$ cat src/hw/rtl/ir_pulse_modulator_device_defines.svh
// Assertion helpers shared by the RTL files.
`ifndef IR_PULSE_MODULATOR_DEVICE_DEFINES_SVH
`define IR_PULSE_MODULATOR_DEVICE_DEFINES_SVH

// Checked at every clock edge outside reset.
`define IRPM_ASSERT(label, clock, reset, prop, msg) \
  label: assert property (@(posedge clock) disable iff (reset) prop) else $error(msg);

// Checked at every clock edge, reset included.
`define IRPM_ASSERT_ALWAYS(label, clock, prop, msg) \
  label: assert property (@(posedge clock) prop) else $error(msg);

`endif

$ cat src/hw/rtl/irpm_pkg.sv
`timescale 1ns / 1ps
`default_nettype none
package irpm_pkg;

  // Width of the cycle time counter, which tick items advance.
  localparam int TIME_W = 64;

  // Configuration port.
  localparam int CFG_IDX_W  = 3;
  localparam int CFG_DATA_W = 16;

  localparam logic [CFG_IDX_W-1:0] CFG_CTRL_ADDR = 3'd0;
  localparam logic [CFG_IDX_W-1:0] CFG_TXPL_ADDR = 3'd1;
  localparam logic [CFG_IDX_W-1:0] CFG_RXPL_ADDR = 3'd2;
  localparam logic [CFG_IDX_W-1:0] CFG_PIN_ADDR  = 3'd3;
  localparam logic [CFG_IDX_W-1:0] CFG_PIN_BIT   = 3'd4;
  localparam logic [CFG_IDX_W-1:0] CFG_IRQ_VEC   = 3'd5;

  // Item kinds.
  localparam logic [2:0] KIND_READ  = 3'd0;
  localparam logic [2:0] KIND_WRITE = 3'd1;
  localparam logic [2:0] KIND_TICK  = 3'd2;
  localparam logic [2:0] KIND_PIN   = 3'd3;
  localparam logic [2:0] KIND_ACK   = 3'd4;

  // Control register bits.
  localparam int CTRL_TX_EN = 0;
  localparam int CTRL_RX_EN = 1;

  typedef struct packed {
    logic [2:0]  kind;
    logic [15:0] bus_address;
    logic [7:0]  write_data;
    logic [7:0]  tick_cycles;
    logic [15:0] pin_port_address;
    logic [2:0]  pin_bit;
    logic        pin_level;
  } req_item_t;

  typedef struct packed {
    logic [7:0]  read_data;
    logic        tx_out_level;
    logic        tx_pin_owned;
    logic        event_accepted;
    logic        irq_pending;
    logic [7:0]  irq_vector;
    logic [15:0] pulse_count;
  } rsp_item_t;

  // Controller to datapath.
  typedef struct packed {
    logic capture;
    logic exec;
    logic tick_step;
    logic load_out;
  } dp_cmd_t;

  // Datapath to controller.
  typedef struct packed {
    logic is_tick;
    logic tick_done;
  } dp_sts_t;

endpackage
`default_nettype wire

$ cat src/hw/rtl/irpm_req_if.sv
`timescale 1ns / 1ps
`default_nettype none
interface irpm_req_if;
  import irpm_pkg::*;

  logic      valid;
  logic      ready;
  req_item_t item;

  modport source (output valid, output item, input ready);
  modport sink (input valid, input item, output ready);
endinterface
`default_nettype wire

$ cat src/hw/rtl/irpm_rsp_if.sv
`timescale 1ns / 1ps
`default_nettype none
interface irpm_rsp_if;
  import irpm_pkg::*;

  logic      valid;
  logic      ready;
  rsp_item_t item;

  modport source (output valid, output item, input ready);
  modport sink (input valid, input item, output ready);
endinterface
`default_nettype wire

$ cat src/hw/rtl/irpm_ctrl.sv
`timescale 1ns / 1ps
`default_nettype none
`include "ir_pulse_modulator_device_defines.svh"
module irpm_ctrl (
  input  wire logic              clk,
  input  wire logic              rst,
  input  wire logic              req_valid,
  output logic                   req_ready,
  output logic                   rsp_valid,
  input  wire logic              rsp_ready,
  output irpm_pkg::dp_cmd_t      cmd,
  input  wire irpm_pkg::dp_sts_t sts
);
  import irpm_pkg::*;

  typedef enum logic [3:0] {
    S_IDLE = 4'b0001,
    S_EXEC = 4'b0010,
    S_TICK = 4'b0100,
    S_DONE = 4'b1000
  } state_t;

  state_t state;
  state_t state_next;
  logic   rsp_valid_next;
  logic   slot_free;

  assign slot_free = !rsp_valid || rsp_ready;
  assign req_ready = (state == S_IDLE);

  // Sequencing: accept, execute, step the modulator, hand off the result
  always_comb begin
    state_next = state;
    cmd        = '0;
    case (state)
      S_IDLE: begin
        if (req_valid) begin
          cmd.capture = 1'b1;
          state_next  = S_EXEC;
        end
      end
      S_EXEC: begin
        cmd.exec   = 1'b1;
        state_next = sts.is_tick ? S_TICK : S_DONE;
      end
      S_TICK: begin
        if (sts.tick_done) begin
          state_next = S_DONE;
        end else begin
          cmd.tick_step = 1'b1;
        end
      end
      S_DONE: begin
        if (slot_free) begin
          cmd.load_out = 1'b1;
          state_next   = S_IDLE;
        end
      end
      default: state_next = S_IDLE;
    endcase
  end

  // Output slot: filled on load, emptied by a transfer
  always_comb begin
    rsp_valid_next = rsp_valid;
    if (rsp_valid && rsp_ready) rsp_valid_next = 1'b0;
    if (cmd.load_out) rsp_valid_next = 1'b1;
  end

  always_ff @(posedge clk) begin
    if (rst) begin
      state     <= S_IDLE;
      rsp_valid <= 1'b0;
    end else begin
      state     <= state_next;
      rsp_valid <= rsp_valid_next;
    end
  end

  `IRPM_ASSERT(a_accept_to_exec, clk, rst, (req_valid && req_ready) |=> (state == S_EXEC), "accepted item not executed next")
  `IRPM_ASSERT(a_load_into_free_slot, clk, rst, cmd.load_out |-> slot_free, "result loaded over a waiting result")
  `IRPM_ASSERT(a_step_only_in_tick, clk, rst, cmd.tick_step |-> (state == S_TICK && !sts.tick_done), "modulator stepped outside a tick")

endmodule
`default_nettype wire

$ cat src/hw/rtl/irpm_datapath.sv
`timescale 1ns / 1ps
`default_nettype none
`include "ir_pulse_modulator_device_defines.svh"
module irpm_datapath (
  input  wire logic                                clk,
  input  wire logic                                rst,
  input  wire logic                                cfg_we,
  input  wire logic [irpm_pkg::CFG_IDX_W-1:0]      cfg_index,
  input  wire logic [irpm_pkg::CFG_DATA_W-1:0]     cfg_data,
  input  wire irpm_pkg::req_item_t                 req_item,
  input  wire irpm_pkg::dp_cmd_t                   cmd,
  output irpm_pkg::dp_sts_t                        sts,
  output irpm_pkg::rsp_item_t                      rsp_item
);
  import irpm_pkg::*;

  // Configuration registers
  logic [15:0] ctrl_addr;
  logic [15:0] txpl_addr;
  logic [15:0] rxpl_addr;
  logic [15:0] pin_addr;
  logic [2:0]  pin_bit_sel;
  logic [7:0]  irq_vec;

  // Block state
  logic [7:0]        control;
  logic [7:0]        tx_period;
  logic [7:0]        rx_threshold;
  logic [7:0]        mod_counter;
  logic              mod_level;
  logic [TIME_W-1:0] cycle_time;
  logic [TIME_W-1:0] last_pulse_time;
  logic              rx_busy;
  logic [15:0]       pulse_counter;

  // Per-item working registers
  req_item_t item;
  logic [7:0] tick_rem;
  logic [7:0] rd_data;
  logic       accepted;
  logic [7:0] vec_out;

  // Decode of the held item
  logic              hit_ctrl;
  logic              hit_txpl;
  logic              hit_rxpl;
  logic              was_tx;
  logic              was_rx;
  logic              now_tx;
  logic              now_rx;
  logic              pin_match;
  logic              irq_grant;
  logic [TIME_W-1:0] elapsed;
  logic [7:0]        thr;
  logic              pulse_long;
  logic [7:0]        read_mux;

  assign hit_ctrl  = (item.bus_address == ctrl_addr);
  assign hit_txpl  = (item.bus_address == txpl_addr);
  assign hit_rxpl  = (item.bus_address == rxpl_addr);
  assign was_tx    = control[CTRL_TX_EN];
  assign was_rx    = control[CTRL_RX_EN];
  assign now_tx    = item.write_data[CTRL_TX_EN];
  assign now_rx    = item.write_data[CTRL_RX_EN];
  assign pin_match = control[CTRL_RX_EN] && (item.pin_port_address == pin_addr) &&
                     (item.pin_bit == pin_bit_sel);
  assign irq_grant = (irq_vec != 8'd0) && rx_busy;
  assign elapsed   = cycle_time - last_pulse_time;
  assign thr       = (rx_threshold == 8'd0) ? 8'd1 : rx_threshold;
  // elapsed >= thr without a full-width compare against a zero-extended byte
  assign pulse_long = (elapsed[TIME_W-1:8] != '0) || (elapsed[7:0] >= thr);

  always_comb begin
    if (hit_ctrl)      read_mux = control;
    else if (hit_txpl) read_mux = tx_period;
    else if (hit_rxpl) read_mux = rx_threshold;
    else               read_mux = 8'd0;
  end

  // Modulator step: jump straight to the next toggle, or absorb the rest
  logic [7:0] period;
  logic [7:0] step_len;
  logic       step_toggle;

  assign period      = (tx_period == 8'd0) ? 8'd1 : tx_period;
  assign step_len    = ({1'b0, mod_counter} + 9'd1 >= {1'b0, period}) ? 8'd1
                       : (period - mod_counter);
  assign step_toggle = (tick_rem >= step_len);

  assign sts.is_tick   = (item.kind == KIND_TICK);
  assign sts.tick_done = (tick_rem == 8'd0) || !control[CTRL_TX_EN];

  // Configuration writes
  always_ff @(posedge clk) begin
    if (rst) begin
      ctrl_addr   <= '0;
      txpl_addr   <= '0;
      rxpl_addr   <= '0;
      pin_addr    <= '0;
      pin_bit_sel <= '0;
      irq_vec     <= '0;
    end else if (cfg_we) begin
      case (cfg_index)
        CFG_CTRL_ADDR: ctrl_addr   <= cfg_data;
        CFG_TXPL_ADDR: txpl_addr   <= cfg_data;
        CFG_RXPL_ADDR: rxpl_addr   <= cfg_data;
        CFG_PIN_ADDR:  pin_addr    <= cfg_data;
        CFG_PIN_BIT:   pin_bit_sel <= cfg_data[2:0];
        CFG_IRQ_VEC:   irq_vec     <= cfg_data[7:0];
        default: ;
      endcase
    end
  end

  // Item capture and per-item results
  always_ff @(posedge clk) begin
    if (cmd.capture) item <= req_item;
    if (cmd.exec) begin
      rd_data  <= (item.kind == KIND_READ) ? read_mux : 8'd0;
      accepted <= ((item.kind == KIND_PIN) && pin_match) ||
                  ((item.kind == KIND_ACK) && irq_grant);
      vec_out  <= ((item.kind == KIND_ACK) && irq_grant) ? irq_vec : 8'd0;
    end
    if (cmd.load_out) begin
      rsp_item.read_data      <= rd_data;
      rsp_item.tx_out_level   <= mod_level;
      rsp_item.tx_pin_owned   <= control[CTRL_TX_EN];
      rsp_item.event_accepted <= accepted;
      rsp_item.irq_pending    <= irq_grant;
      rsp_item.irq_vector     <= vec_out;
      rsp_item.pulse_count    <= pulse_counter;
    end
  end

  // Peripheral state
  always_ff @(posedge clk) begin
    if (rst) begin
      control         <= '0;
      tx_period       <= '0;
      rx_threshold    <= '0;
      mod_counter     <= '0;
      mod_level       <= 1'b0;
      cycle_time      <= '0;
      last_pulse_time <= '0;
      rx_busy         <= 1'b0;
      pulse_counter   <= '0;
      tick_rem        <= '0;
    end else if (cmd.exec) begin
      case (item.kind)
        KIND_WRITE: begin
          if (hit_ctrl) begin
            control <= item.write_data;
            if (!now_tx || !was_tx) begin
              mod_level   <= 1'b0;
              mod_counter <= '0;
            end
            if (was_rx != now_rx) begin
              rx_busy       <= 1'b0;
              pulse_counter <= '0;
              if (now_rx) last_pulse_time <= cycle_time;
            end
          end else if (hit_txpl) begin
            tx_period <= item.write_data;
          end else if (hit_rxpl) begin
            rx_threshold <= item.write_data;
          end
        end
        KIND_TICK: begin
          cycle_time <= cycle_time + TIME_W'(item.tick_cycles);
          tick_rem   <= item.tick_cycles;
          if (!control[CTRL_TX_EN]) begin
            mod_level   <= 1'b0;
            mod_counter <= '0;
          end
        end
        KIND_PIN: begin
          if (pin_match) begin
            last_pulse_time <= cycle_time;
            if (pulse_long) begin
              pulse_counter <= pulse_counter + 16'd1;
              rx_busy       <= 1'b1;
            end
          end
        end
        KIND_ACK: begin
          if (irq_grant) rx_busy <= 1'b0;
        end
        default: ;
      endcase
    end else if (cmd.tick_step) begin
      if (step_toggle) begin
        tick_rem    <= tick_rem - step_len;
        mod_counter <= '0;
        mod_level   <= !mod_level;
      end else begin
        mod_counter <= mod_counter + tick_rem;
        tick_rem    <= '0;
      end
    end
  end

  `IRPM_ASSERT(a_step_consumes, clk, rst, (cmd.tick_step && !sts.tick_done) |=> (tick_rem < $past(tick_rem)), "modulator step made no progress")
  `IRPM_ASSERT(a_ack_clears_busy, clk, rst, (cmd.exec && item.kind == KIND_ACK && irq_grant) |=> !rx_busy, "granted acknowledge left busy set")
  `IRPM_ASSERT(a_tx_off_level_low, clk, rst, (cmd.exec && item.kind == KIND_TICK && !control[CTRL_TX_EN]) |=> (!mod_level && mod_counter == 8'd0), "modulator not cleared with transmit off")

endmodule
`default_nettype wire

$ cat src/hw/rtl/ir_pulse_modulator_device.sv
`timescale 1ns / 1ps
`default_nettype none
// IR pulse modulator/receiver. Items arrive on req and each produces exactly one
// result on rsp; configuration is to be written through cfg_we/cfg_index/cfg_data
// while idle, which the block itself does not enforce. One item is worked at a time:
// a read, write, pin change, interrupt acknowledge or unused kind is accepted,
// executed and loaded. A tick is accepted and executed, then the modulator step unit
// takes one step per cycle, each jumping to the next toggle point or absorbing the
// cycles left after the last toggle, and the result is loaded; with transmit off no
// steps are taken. A finished result waits in an output register, so the next item
// is accepted while it is still waiting to be taken; a result is loaded only once
// the output register is free.
module ir_pulse_modulator_device (
  input  wire logic                            clk,
  input  wire logic                            rst,
  irpm_req_if.sink                             req,
  irpm_rsp_if.source                           rsp,
  input  wire logic                            cfg_we,
  input  wire logic [irpm_pkg::CFG_IDX_W-1:0]  cfg_index,
  input  wire logic [irpm_pkg::CFG_DATA_W-1:0] cfg_data
);
  import irpm_pkg::*;

  dp_cmd_t cmd;
  dp_sts_t sts;

  // Sequencer
  irpm_ctrl u_ctrl (
    .clk       (clk),
    .rst       (rst),
    .req_valid (req.valid),
    .req_ready (req.ready),
    .rsp_valid (rsp.valid),
    .rsp_ready (rsp.ready),
    .cmd       (cmd),
    .sts       (sts)
  );

  // Registers, modulator and receiver
  irpm_datapath u_datapath (
    .clk       (clk),
    .rst       (rst),
    .cfg_we    (cfg_we),
    .cfg_index (cfg_index),
    .cfg_data  (cfg_data),
    .req_item  (req.item),
    .cmd       (cmd),
    .sts       (sts),
    .rsp_item  (rsp.item)
  );

endmodule
`default_nettype wire
$ cat src/flat_wrapper.sv
// flat-port wrapper written by rule: the top's interface ports become plain ports
module ir_pulse_modulator_device_flat import irpm_pkg::*;
  (clk, rst, cfg_we, cfg_index, cfg_data, req_valid, req_item, req_ready, rsp_valid, rsp_item, rsp_ready);
  irpm_req_if req_i ();
  irpm_rsp_if rsp_i ();
  input  wire logic clk;
  input  wire logic rst;
  input  wire logic cfg_we;
  input  wire logic [irpm_pkg::CFG_IDX_W-1:0] cfg_index;
  input  wire logic [irpm_pkg::CFG_DATA_W-1:0] cfg_data;
  input wire logic [$bits(req_i.valid)-1:0] req_valid;
  input wire logic [$bits(req_i.item)-1:0] req_item;
  output wire logic [$bits(req_i.ready)-1:0] req_ready;
  output wire logic [$bits(rsp_i.valid)-1:0] rsp_valid;
  output wire logic [$bits(rsp_i.item)-1:0] rsp_item;
  input wire logic [$bits(rsp_i.ready)-1:0] rsp_ready;
  assign req_i.valid = req_valid;
  assign req_i.item = req_item;
  assign req_ready = req_i.ready;
  assign rsp_valid = rsp_i.valid;
  assign rsp_item = rsp_i.item;
  assign rsp_i.ready = rsp_ready;
  ir_pulse_modulator_device u_core (.clk(clk), .rst(rst), .req(req_i), .rsp(rsp_i), .cfg_we(cfg_we), .cfg_index(cfg_index), .cfg_data(cfg_data));
endmodule
$ cat config.mk
export PLATFORM = sky130hd
export DESIGN_NAME = ir_pulse_modulator_device_flat
export DESIGN_NICKNAME = d
export VERILOG_FILES = /design/src/hw/rtl/irpm_pkg.sv /design/src/hw/rtl/irpm_req_if.sv /design/src/hw/rtl/irpm_rsp_if.sv /design/src/hw/rtl/irpm_ctrl.sv /design/src/hw/rtl/irpm_datapath.sv /design/src/hw/rtl/ir_pulse_modulator_device.sv /design/src/flat_wrapper.sv
export VERILOG_INCLUDE_DIRS = /design/src /design/src/hw/rtl
export SDC_FILE = /design/constraint.sdc
export NUM_CORES = 1
export LEC_CHECK = 0
export BUFFER_PORTS_ARGS = -buffer_cell sky130_fd_sc_hd__buf_2
export CAP_MARGIN = 20
export CORE_MARGIN = 5
export CORE_UTILIZATION = 60
export DETAILED_ROUTE_END_ITERATION = 16
export GPL_TIMING_DRIVEN = 0
export PLACE_DENSITY = 0.76
export SYNTH_ARGS = -nofsm -noshare
export SYNTH_HDL_FRONTEND = slang
export SYNTH_SLANG_ARGS = --single-unit
$ cat constraint.sdc
create_clock -name clk -period 7.4 [get_ports clk]
set_input_delay 0.37 -clock clk [delete_from_list [all_inputs] [get_ports clk]]
set_output_delay 0.37 -clock clk [all_outputs]
set_load 0.01 [all_outputs]
==> report_table.html <==
<table>
<tr><th>Metric</th><th>Value</th></tr>
<tr><th colspan="2">Run status</th></tr>
<tr><td>Outcome</td><td>complete, no violations</td></tr>
<tr><th colspan="2">Logic synthesis</th></tr>
<tr><td>Cell with the most instances after synthesis</td><td>sky130_fd_sc_hd__nand2_1</td></tr>
<tr><td>Leading register cell type out of synthesis</td><td>sky130_fd_sc_hd__dfxtp_1</td></tr>
<tr><td>Leading cell types by count after synthesis</td><td>sky130_fd_sc_hd__nand2_1 (466), sky130_fd_sc_hd__a21oi_1 (283), sky130_fd_sc_hd__dfxtp_1 (266), sky130_fd_sc_hd__nor2_1 (215), sky130_fd_sc_hd__inv_1 (135)</td></tr>
<tr><td>Number of synthesis warnings</td><td>0</td></tr>
<tr><td>Part of the Yosys area used for sequential elements</td><td>between 30% and 40%</td></tr>
<tr><td>Count of different cell masters after synthesis</td><td>94</td></tr>
<tr><td>Register bit count reported by yosys</td><td>373</td></tr>
<tr><td>Synth area leader</td><td>sky130_fd_sc_hd__dfxtp_1</td></tr>
<tr><td>Leading cell types by total area after synthesis</td><td>sky130_fd_sc_hd__dfxtp_1 (24%), sky130_fd_sc_hd__edfxtp_1 (14%), sky130_fd_sc_hd__nand2_1 (7.9%), sky130_fd_sc_hd__a21oi_1 (6.4%), sky130_fd_sc_hd__ha_1 (6.3%)</td></tr>
<tr><td>Mean instance size in the synthesized netlist</td><td>approximately 8.3 µm²</td></tr>
<tr><td>Top cell type's share of synthesized area</td><td>23.96%</td></tr>
<tr><td>Gate count of the mapped netlist</td><td>between 2000 and 3000</td></tr>
<tr><td>Proportion of register bits with asynchronous set or reset after synthesis</td><td>0%</td></tr>
<tr><td>Post-Synthesis Cell Area</td><td>0.02222 mm²</td></tr>
<tr><td>Post-synthesis net count</td><td>2879</td></tr>
<tr><td>Post-synth EDFFs</td><td>~110</td></tr>
<tr><th colspan="2">Floorplanning</th></tr>
<tr><td>Area of the die</td><td>~0.041 mm²</td></tr>
<tr><td>Die X-Extent</td><td>between 200 and 250 µm</td></tr>
<tr><td>Core region area</td><td>around 0.037 mm²</td></tr>
<tr><td>Starting density of the core</td><td>between 60% and 70%</td></tr>
<tr><td>DIE HEIGHT</td><td>202.4 µm</td></tr>
<tr><td>Number of primary I/O pins</td><td>117</td></tr>
<tr><td>Placement Rows</td><td>70</td></tr>
<tr><th colspan="2">Clock network</th></tr>
<tr><td>Worst-path clk slew</td><td>approximately 0.06 ns</td></tr>
<tr><td>CTS tree</td><td>yes</td></tr>
<tr><td>Number of buffers inserted by post-CTS setup repair</td><td>0</td></tr>
<tr><td>Clk_lat worst skew</td><td>between 0.5 and 0.6 ns</td></tr>
<tr><td>Clk Tree Root Cell</td><td>sky130_fd_sc_hd__clkbuf_16</td></tr>
<tr><td>Sinks on the clock net</td><td>between 300 and 400</td></tr>
<tr><td>Maximum buffer depth of the clock tree</td><td>3</td></tr>
<tr><td>Number of H-tree levels</td><td>2</td></tr>
<tr><td>Num CTS Buffers</td><td>38</td></tr>
<tr><td>Total of cells resized after clock tree synthesis</td><td>0</td></tr>
<tr><th colspan="2">Pwr</th></tr>
<tr><td>Part of the total power dissipated in sequential elements</td><td>a little under half</td></tr>
<tr><td>Switching part of the total</td><td>between 20% and 30%</td></tr>
<tr><td>Areal power density over the cells</td><td>approximately 200 mW/mm²</td></tr>
<tr><td>Internal power summed over all cells</td><td>~3.6 mW</td></tr>
<tr><td>LEAKAGE</td><td>~10 nW</td></tr>
<tr><td>Combinational share of power</td><td>a little over an eighth</td></tr>
<tr><td>Clock power share</td><td>39.7%</td></tr>
<tr><td>Switching power</td><td>1.359 mW</td></tr>
<tr><td>Peak supply drop</td><td>0.3020 mV</td></tr>
<tr><th colspan="2">Detailed routing</th></tr>
<tr><td>Number of DRC violations after detailed-routing iteration 0</td><td>about 2600</td></tr>
<tr><td>Number of optimization iterations in the first detailed-route pass</td><td>6</td></tr>
<tr><td>Via-to-Cell Ratio</td><td>~6.6</td></tr>
<tr><td>Count of nets left with antenna violations after detail routing</td><td>0</td></tr>
<tr><td>Final WL</td><td>~78 mm</td></tr>
<tr><td>Routed via count</td><td>around 22000</td></tr>
<tr><td>Number of design rule violations left after detail routing</td><td>0</td></tr>
<tr><td>Detail-routed net length per standard cell</td><td>about 23 µm</td></tr>
<tr><th colspan="2">Timing</th></tr>
<tr><td>Worst-Margin Slew</td><td>slightly above 1 ns</td></tr>
<tr><td>Worst setup slack after layout</td><td>roughly 0.75 ns</td></tr>
<tr><td>Max-slew violation count</td><td>0</td></tr>
<tr><td>Slew Limit Headroom</td><td>30.66%</td></tr>
<tr><td>Setup repair after global routing missed its margin</td><td>no</td></tr>
<tr><td>Final clock skew</td><td>roughly 0.022 ns</td></tr>
<tr><td>Maximum clock frequency</td><td>approximately 0.15 GHz</td></tr>
<tr><td>Minimum clock period after layout</td><td>about 6.6 ns</td></tr>
<tr><td>Number of endpoints with negative hold slack in the final report</td><td>0</td></tr>
<tr><td>Setup total negative slack</td><td>0 ns</td></tr>
<tr><td>Ratio of final minimum period to clock period</td><td>between 80% and 90%</td></tr>
<tr><td>Endpoints failing setup</td><td>0</td></tr>
<tr><th colspan="2">Final layout</th></tr>
<tr><td>Seq. cell area</td><td>roughly 0.0085 mm²</td></tr>
<tr><td>Share of cells above drive strength 1</td><td>roughly 9%</td></tr>
<tr><td>Total Nets Final</td><td>just over 3000</td></tr>
<tr><td>Total area of multi-input combinational cells</td><td>between 0.01 and 0.015 mm²</td></tr>
<tr><td>Layout area overhead</td><td>13.85%</td></tr>
<tr><td>Number of filler cells placed in the layout</td><td>roughly 2700</td></tr>
<tr><th colspan="2">Worst setup path</th></tr>
<tr><td>Cell type with the highest occurrence count on the critical path</td><td>sky130_fd_sc_hd__a21oi_1</td></tr>
<tr><td>Required time at the worst-slack endpoint</td><td>7.88 ns</td></tr>
<tr><td>Launch point of the worst path</td><td>u_core.u_datapath.tx_period[4]$_SDFFE_PP0P_</td></tr>
<tr><td>Arrival time at the worst endpoint</td><td>7.13 ns</td></tr>
<tr><td>Longest individual stage delay on the worst path</td><td>slightly below 0.8 ns</td></tr>
<tr><td>Number of cell instances on the worst register-to-register path</td><td>27</td></tr>
<tr><td>R2R Path Start</td><td>u_core.u_datapath.tx_period[4]$_SDFFE_PP0P_</td></tr>
<tr><td>Kind of launch point of the worst setup path</td><td>flip-flop</td></tr>
<tr><td>Critical path class</td><td>flip-flop to flip-flop</td></tr>
<tr><td>Critical Path Slowest Stage Cell</td><td>sky130_fd_sc_hd__a311oi_1</td></tr>
<tr><td>Nature of the critical path endpoint</td><td>flip-flop</td></tr>
<tr><td>Max Fanout on Critical Path</td><td>10</td></tr>
<tr><th colspan="2">Placement</th></tr>
<tr><td>Port bufs</td><td>between 100 and 150</td></tr>
<tr><td>Weighted congestion reported at the end of routability-driven placement</td><td>slightly above 1</td></tr>
<tr><td>DP HPWL</td><td>roughly 57 mm</td></tr>
<tr><td>Worst setup slack after placement</td><td>between 0.9 and 1 ns</td></tr>
<tr><th colspan="2">GRT</th></tr>
<tr><td>Aggregate global routing overflow</td><td>0</td></tr>
<tr><td>Initial antenna violation count</td><td>2</td></tr>
<tr><td>Global Route Usage Sum</td><td>a little under two fifths</td></tr>
<tr><td>Maximum number of pins on one net before global-route repair</td><td>28</td></tr>
<tr><td>Via count of the first global-routing pass</td><td>between 20000 and 25000</td></tr>
<tr><td>Global-route wire length before repair</td><td>between 100 and 150 mm</td></tr>
<tr><th colspan="2">Hold path</th></tr>
<tr><td>Count of cells along the worst hold path</td><td>3</td></tr>
<tr><td>Worst min path class</td><td>input port to flip-flop</td></tr>
<tr><td>Hold wc startpoint</td><td>cfg_data[15]</td></tr>
<tr><th colspan="2">Job</th></tr>
<tr><td>Max Cap Viol</td><td>0</td></tr>
</table>
power by group through the flow:
stage	sequential, mW	combinational [mW]	clock (mW)
final	2.31	0.662	1.96
after global routing	2.32	0.699	2.05
after CTS	2.31	0.636	1.95
after detailed placement	2.35	0.606	0
after global placement	2.36	0.566	0
after floorplan	2.33	0.378	0
stage by stage:
step / area [µm²] / hold slack, ns / cells / power (mW) / utilization [%]
final: 25300 / 0.08811 / 3399 / 4.936 / 69.10
after global routing: 25300 / 0.1029 / 3398 / 5.064 / 69.10
after CTS: 25290 / 0.06351 / 3397 / 4.890 / 69.07
after detailed placement: 23490 / 0.4045 / 3273 / 2.954 / 64.16
after global placement: 23380 / 0.4042 / 3266 / 2.926 / 63.86
after floorplan: 22220 / 0.4003 / 2684 / 2.707 / -
placed cells by master (no fill, tap or decap), types with 9 or more instances in the layout:
| master | synthesis | routed |
|---|---|---|
| sky130_fd_sc_hd__a2111oi_0 | 11 | 11 |
| sky130_fd_sc_hd__a211oi_1 | 16 | 16 |
| sky130_fd_sc_hd__a21o_1 | 42 | 42 |
| sky130_fd_sc_hd__a21oi_1 | 283 | 283 |
| sky130_fd_sc_hd__a222oi_1 | 9 | 9 |
| sky130_fd_sc_hd__a22oi_1 | 20 | 20 |
| sky130_fd_sc_hd__and2_1 | 24 | 24 |
| sky130_fd_sc_hd__and3_1 | 28 | 28 |
| sky130_fd_sc_hd__buf_2 | 23 | 138 |
| sky130_fd_sc_hd__clkbuf_1 | 86 | 93 |
| sky130_fd_sc_hd__clkbuf_16 | 0 | 38 |
| sky130_fd_sc_hd__clkinv_2 | 0 | 12 |
| sky130_fd_sc_hd__dfxtp_1 | 266 | 266 |
| sky130_fd_sc_hd__dlygate4sd3_1 | 0 | 54 |
| sky130_fd_sc_hd__edfxtp_1 | 107 | 107 |
| sky130_fd_sc_hd__ha_1 | 111 | 111 |
| sky130_fd_sc_hd__inv_1 | 135 | 135 |
| sky130_fd_sc_hd__mux2i_1 | 31 | 31 |
| sky130_fd_sc_hd__nand2_1 | 466 | 466 |
| sky130_fd_sc_hd__nand2b_1 | 13 | 13 |
| sky130_fd_sc_hd__nand3_1 | 55 | 55 |
| sky130_fd_sc_hd__nand4_1 | 59 | 59 |
| sky130_fd_sc_hd__nor2_1 | 215 | 214 |
| sky130_fd_sc_hd__nor2b_1 | 20 | 19 |
| sky130_fd_sc_hd__nor3_1 | 51 | 51 |
| sky130_fd_sc_hd__nor4_1 | 35 | 35 |
| sky130_fd_sc_hd__o211ai_1 | 26 | 26 |
| sky130_fd_sc_hd__o21a_1 | 19 | 19 |
| sky130_fd_sc_hd__o21ai_0 | 78 | 78 |
| sky130_fd_sc_hd__o21ai_1 | 29 | 29 |
| sky130_fd_sc_hd__o21bai_1 | 12 | 12 |
| sky130_fd_sc_hd__o311ai_0 | 11 | 11 |
| sky130_fd_sc_hd__or3_1 | 31 | 31 |
| sky130_fd_sc_hd__or4_1 | 15 | 15 |
| sky130_fd_sc_hd__xnor2_1 | 88 | 88 |
| sky130_fd_sc_hd__xor2_1 | 83 | 83 |
layer usage:
layer	share of wire, %	wire [µm]	vias to the layer above	track usage, %
li1	-	-	10041	-
met1	39	30330	10550	46.47
met2	46	36110	1364	60.98
met3	9.1	7131	328	7.348
met4	5.9	4638	4	19.20
met5	0.035	27	-	0
what timing repair did:
| action | 4_1_cts | 5_1_grt |
|---|---|---|
| endpoints found under the setup margin | 0 | 0 |
| hold buffers | 54 | 0 |
| hold endpoints to repair | 54 | 0 |
critical path, delay by kind of cell, from the launching register on:
kind                     cells  cell delay (ns)
AND/OR/NAND/NOR              8             1.35
AO/OA/AOI/OAI               16             3.75
flip-flops                   1             0.39
adder cells (fa/ha/maj)      2             0.72
buffers and inverters        1             0.36
flip-flops by register name, indices dropped and copies added (netlist names), 16 cells and up:
| signal | cells |
|---|---|
| u_core.u_datapath.cycle_time | 64 |
| u_core.u_datapath.last_pulse_time | 64 |
| u_core.u_datapath.item | 54 |
| u_core.u_datapath.rsp_item | 36 |
| u_core.u_datapath.ctrl_addr | 16 |
| u_core.u_datapath.pin_addr | 16 |
| u_core.u_datapath.pulse_counter | 16 |
| u_core.u_datapath.rxpl_addr | 16 |
| u_core.u_datapath.txpl_addr | 16 |
area by class of cell:
class / count / area share [%]
buffer: 121 / 2.117
sequential: 373 / 33.75
clock inverter: 22 / 0.9446
inverter: 135 / 2.003
timing repair buffer: 176 / 4.812
tap: 468 / 2.315
clock buffer: 48 / 4.026
multi-input combinational: 2055 / 50.02
antenna: 1 / 0.009891
cell families (layout without fill, tap and decap cells):
logic type / Yosys count / count (layout) / synth area share (%)
muxes: 36 / 36 / 1.650
adders and majority gates: 116 / 116 / 6.700
AOI/OAI and AO/OA: 674 / 674 / 19.50
and+or+nand+nor: 1058 / 1058 / 22.29
xor gates and xnor gates: 171 / 171 / 6.740
other: 0 / 1 / 0
DFF: 373 / 373 / 38.42
buffers and inverters: 256 / 502 / 4.690
final timing paths:
kind                                                    to  slack (ns)
min reg2reg       u_core.u_datapath.rsp_item[29]$_DFFE_PP_        0.43
max          u_core.u_datapath.mod_counter[7]$_SDFFE_PP0P_        0.75
max reg2reg  u_core.u_datapath.mod_counter[7]$_SDFFE_PP0P_        0.75
min           u_core.u_datapath.ctrl_addr[15]$_SDFFE_PP0P_        0.09
Note: power is estimated with default switching activity, not from simulation.
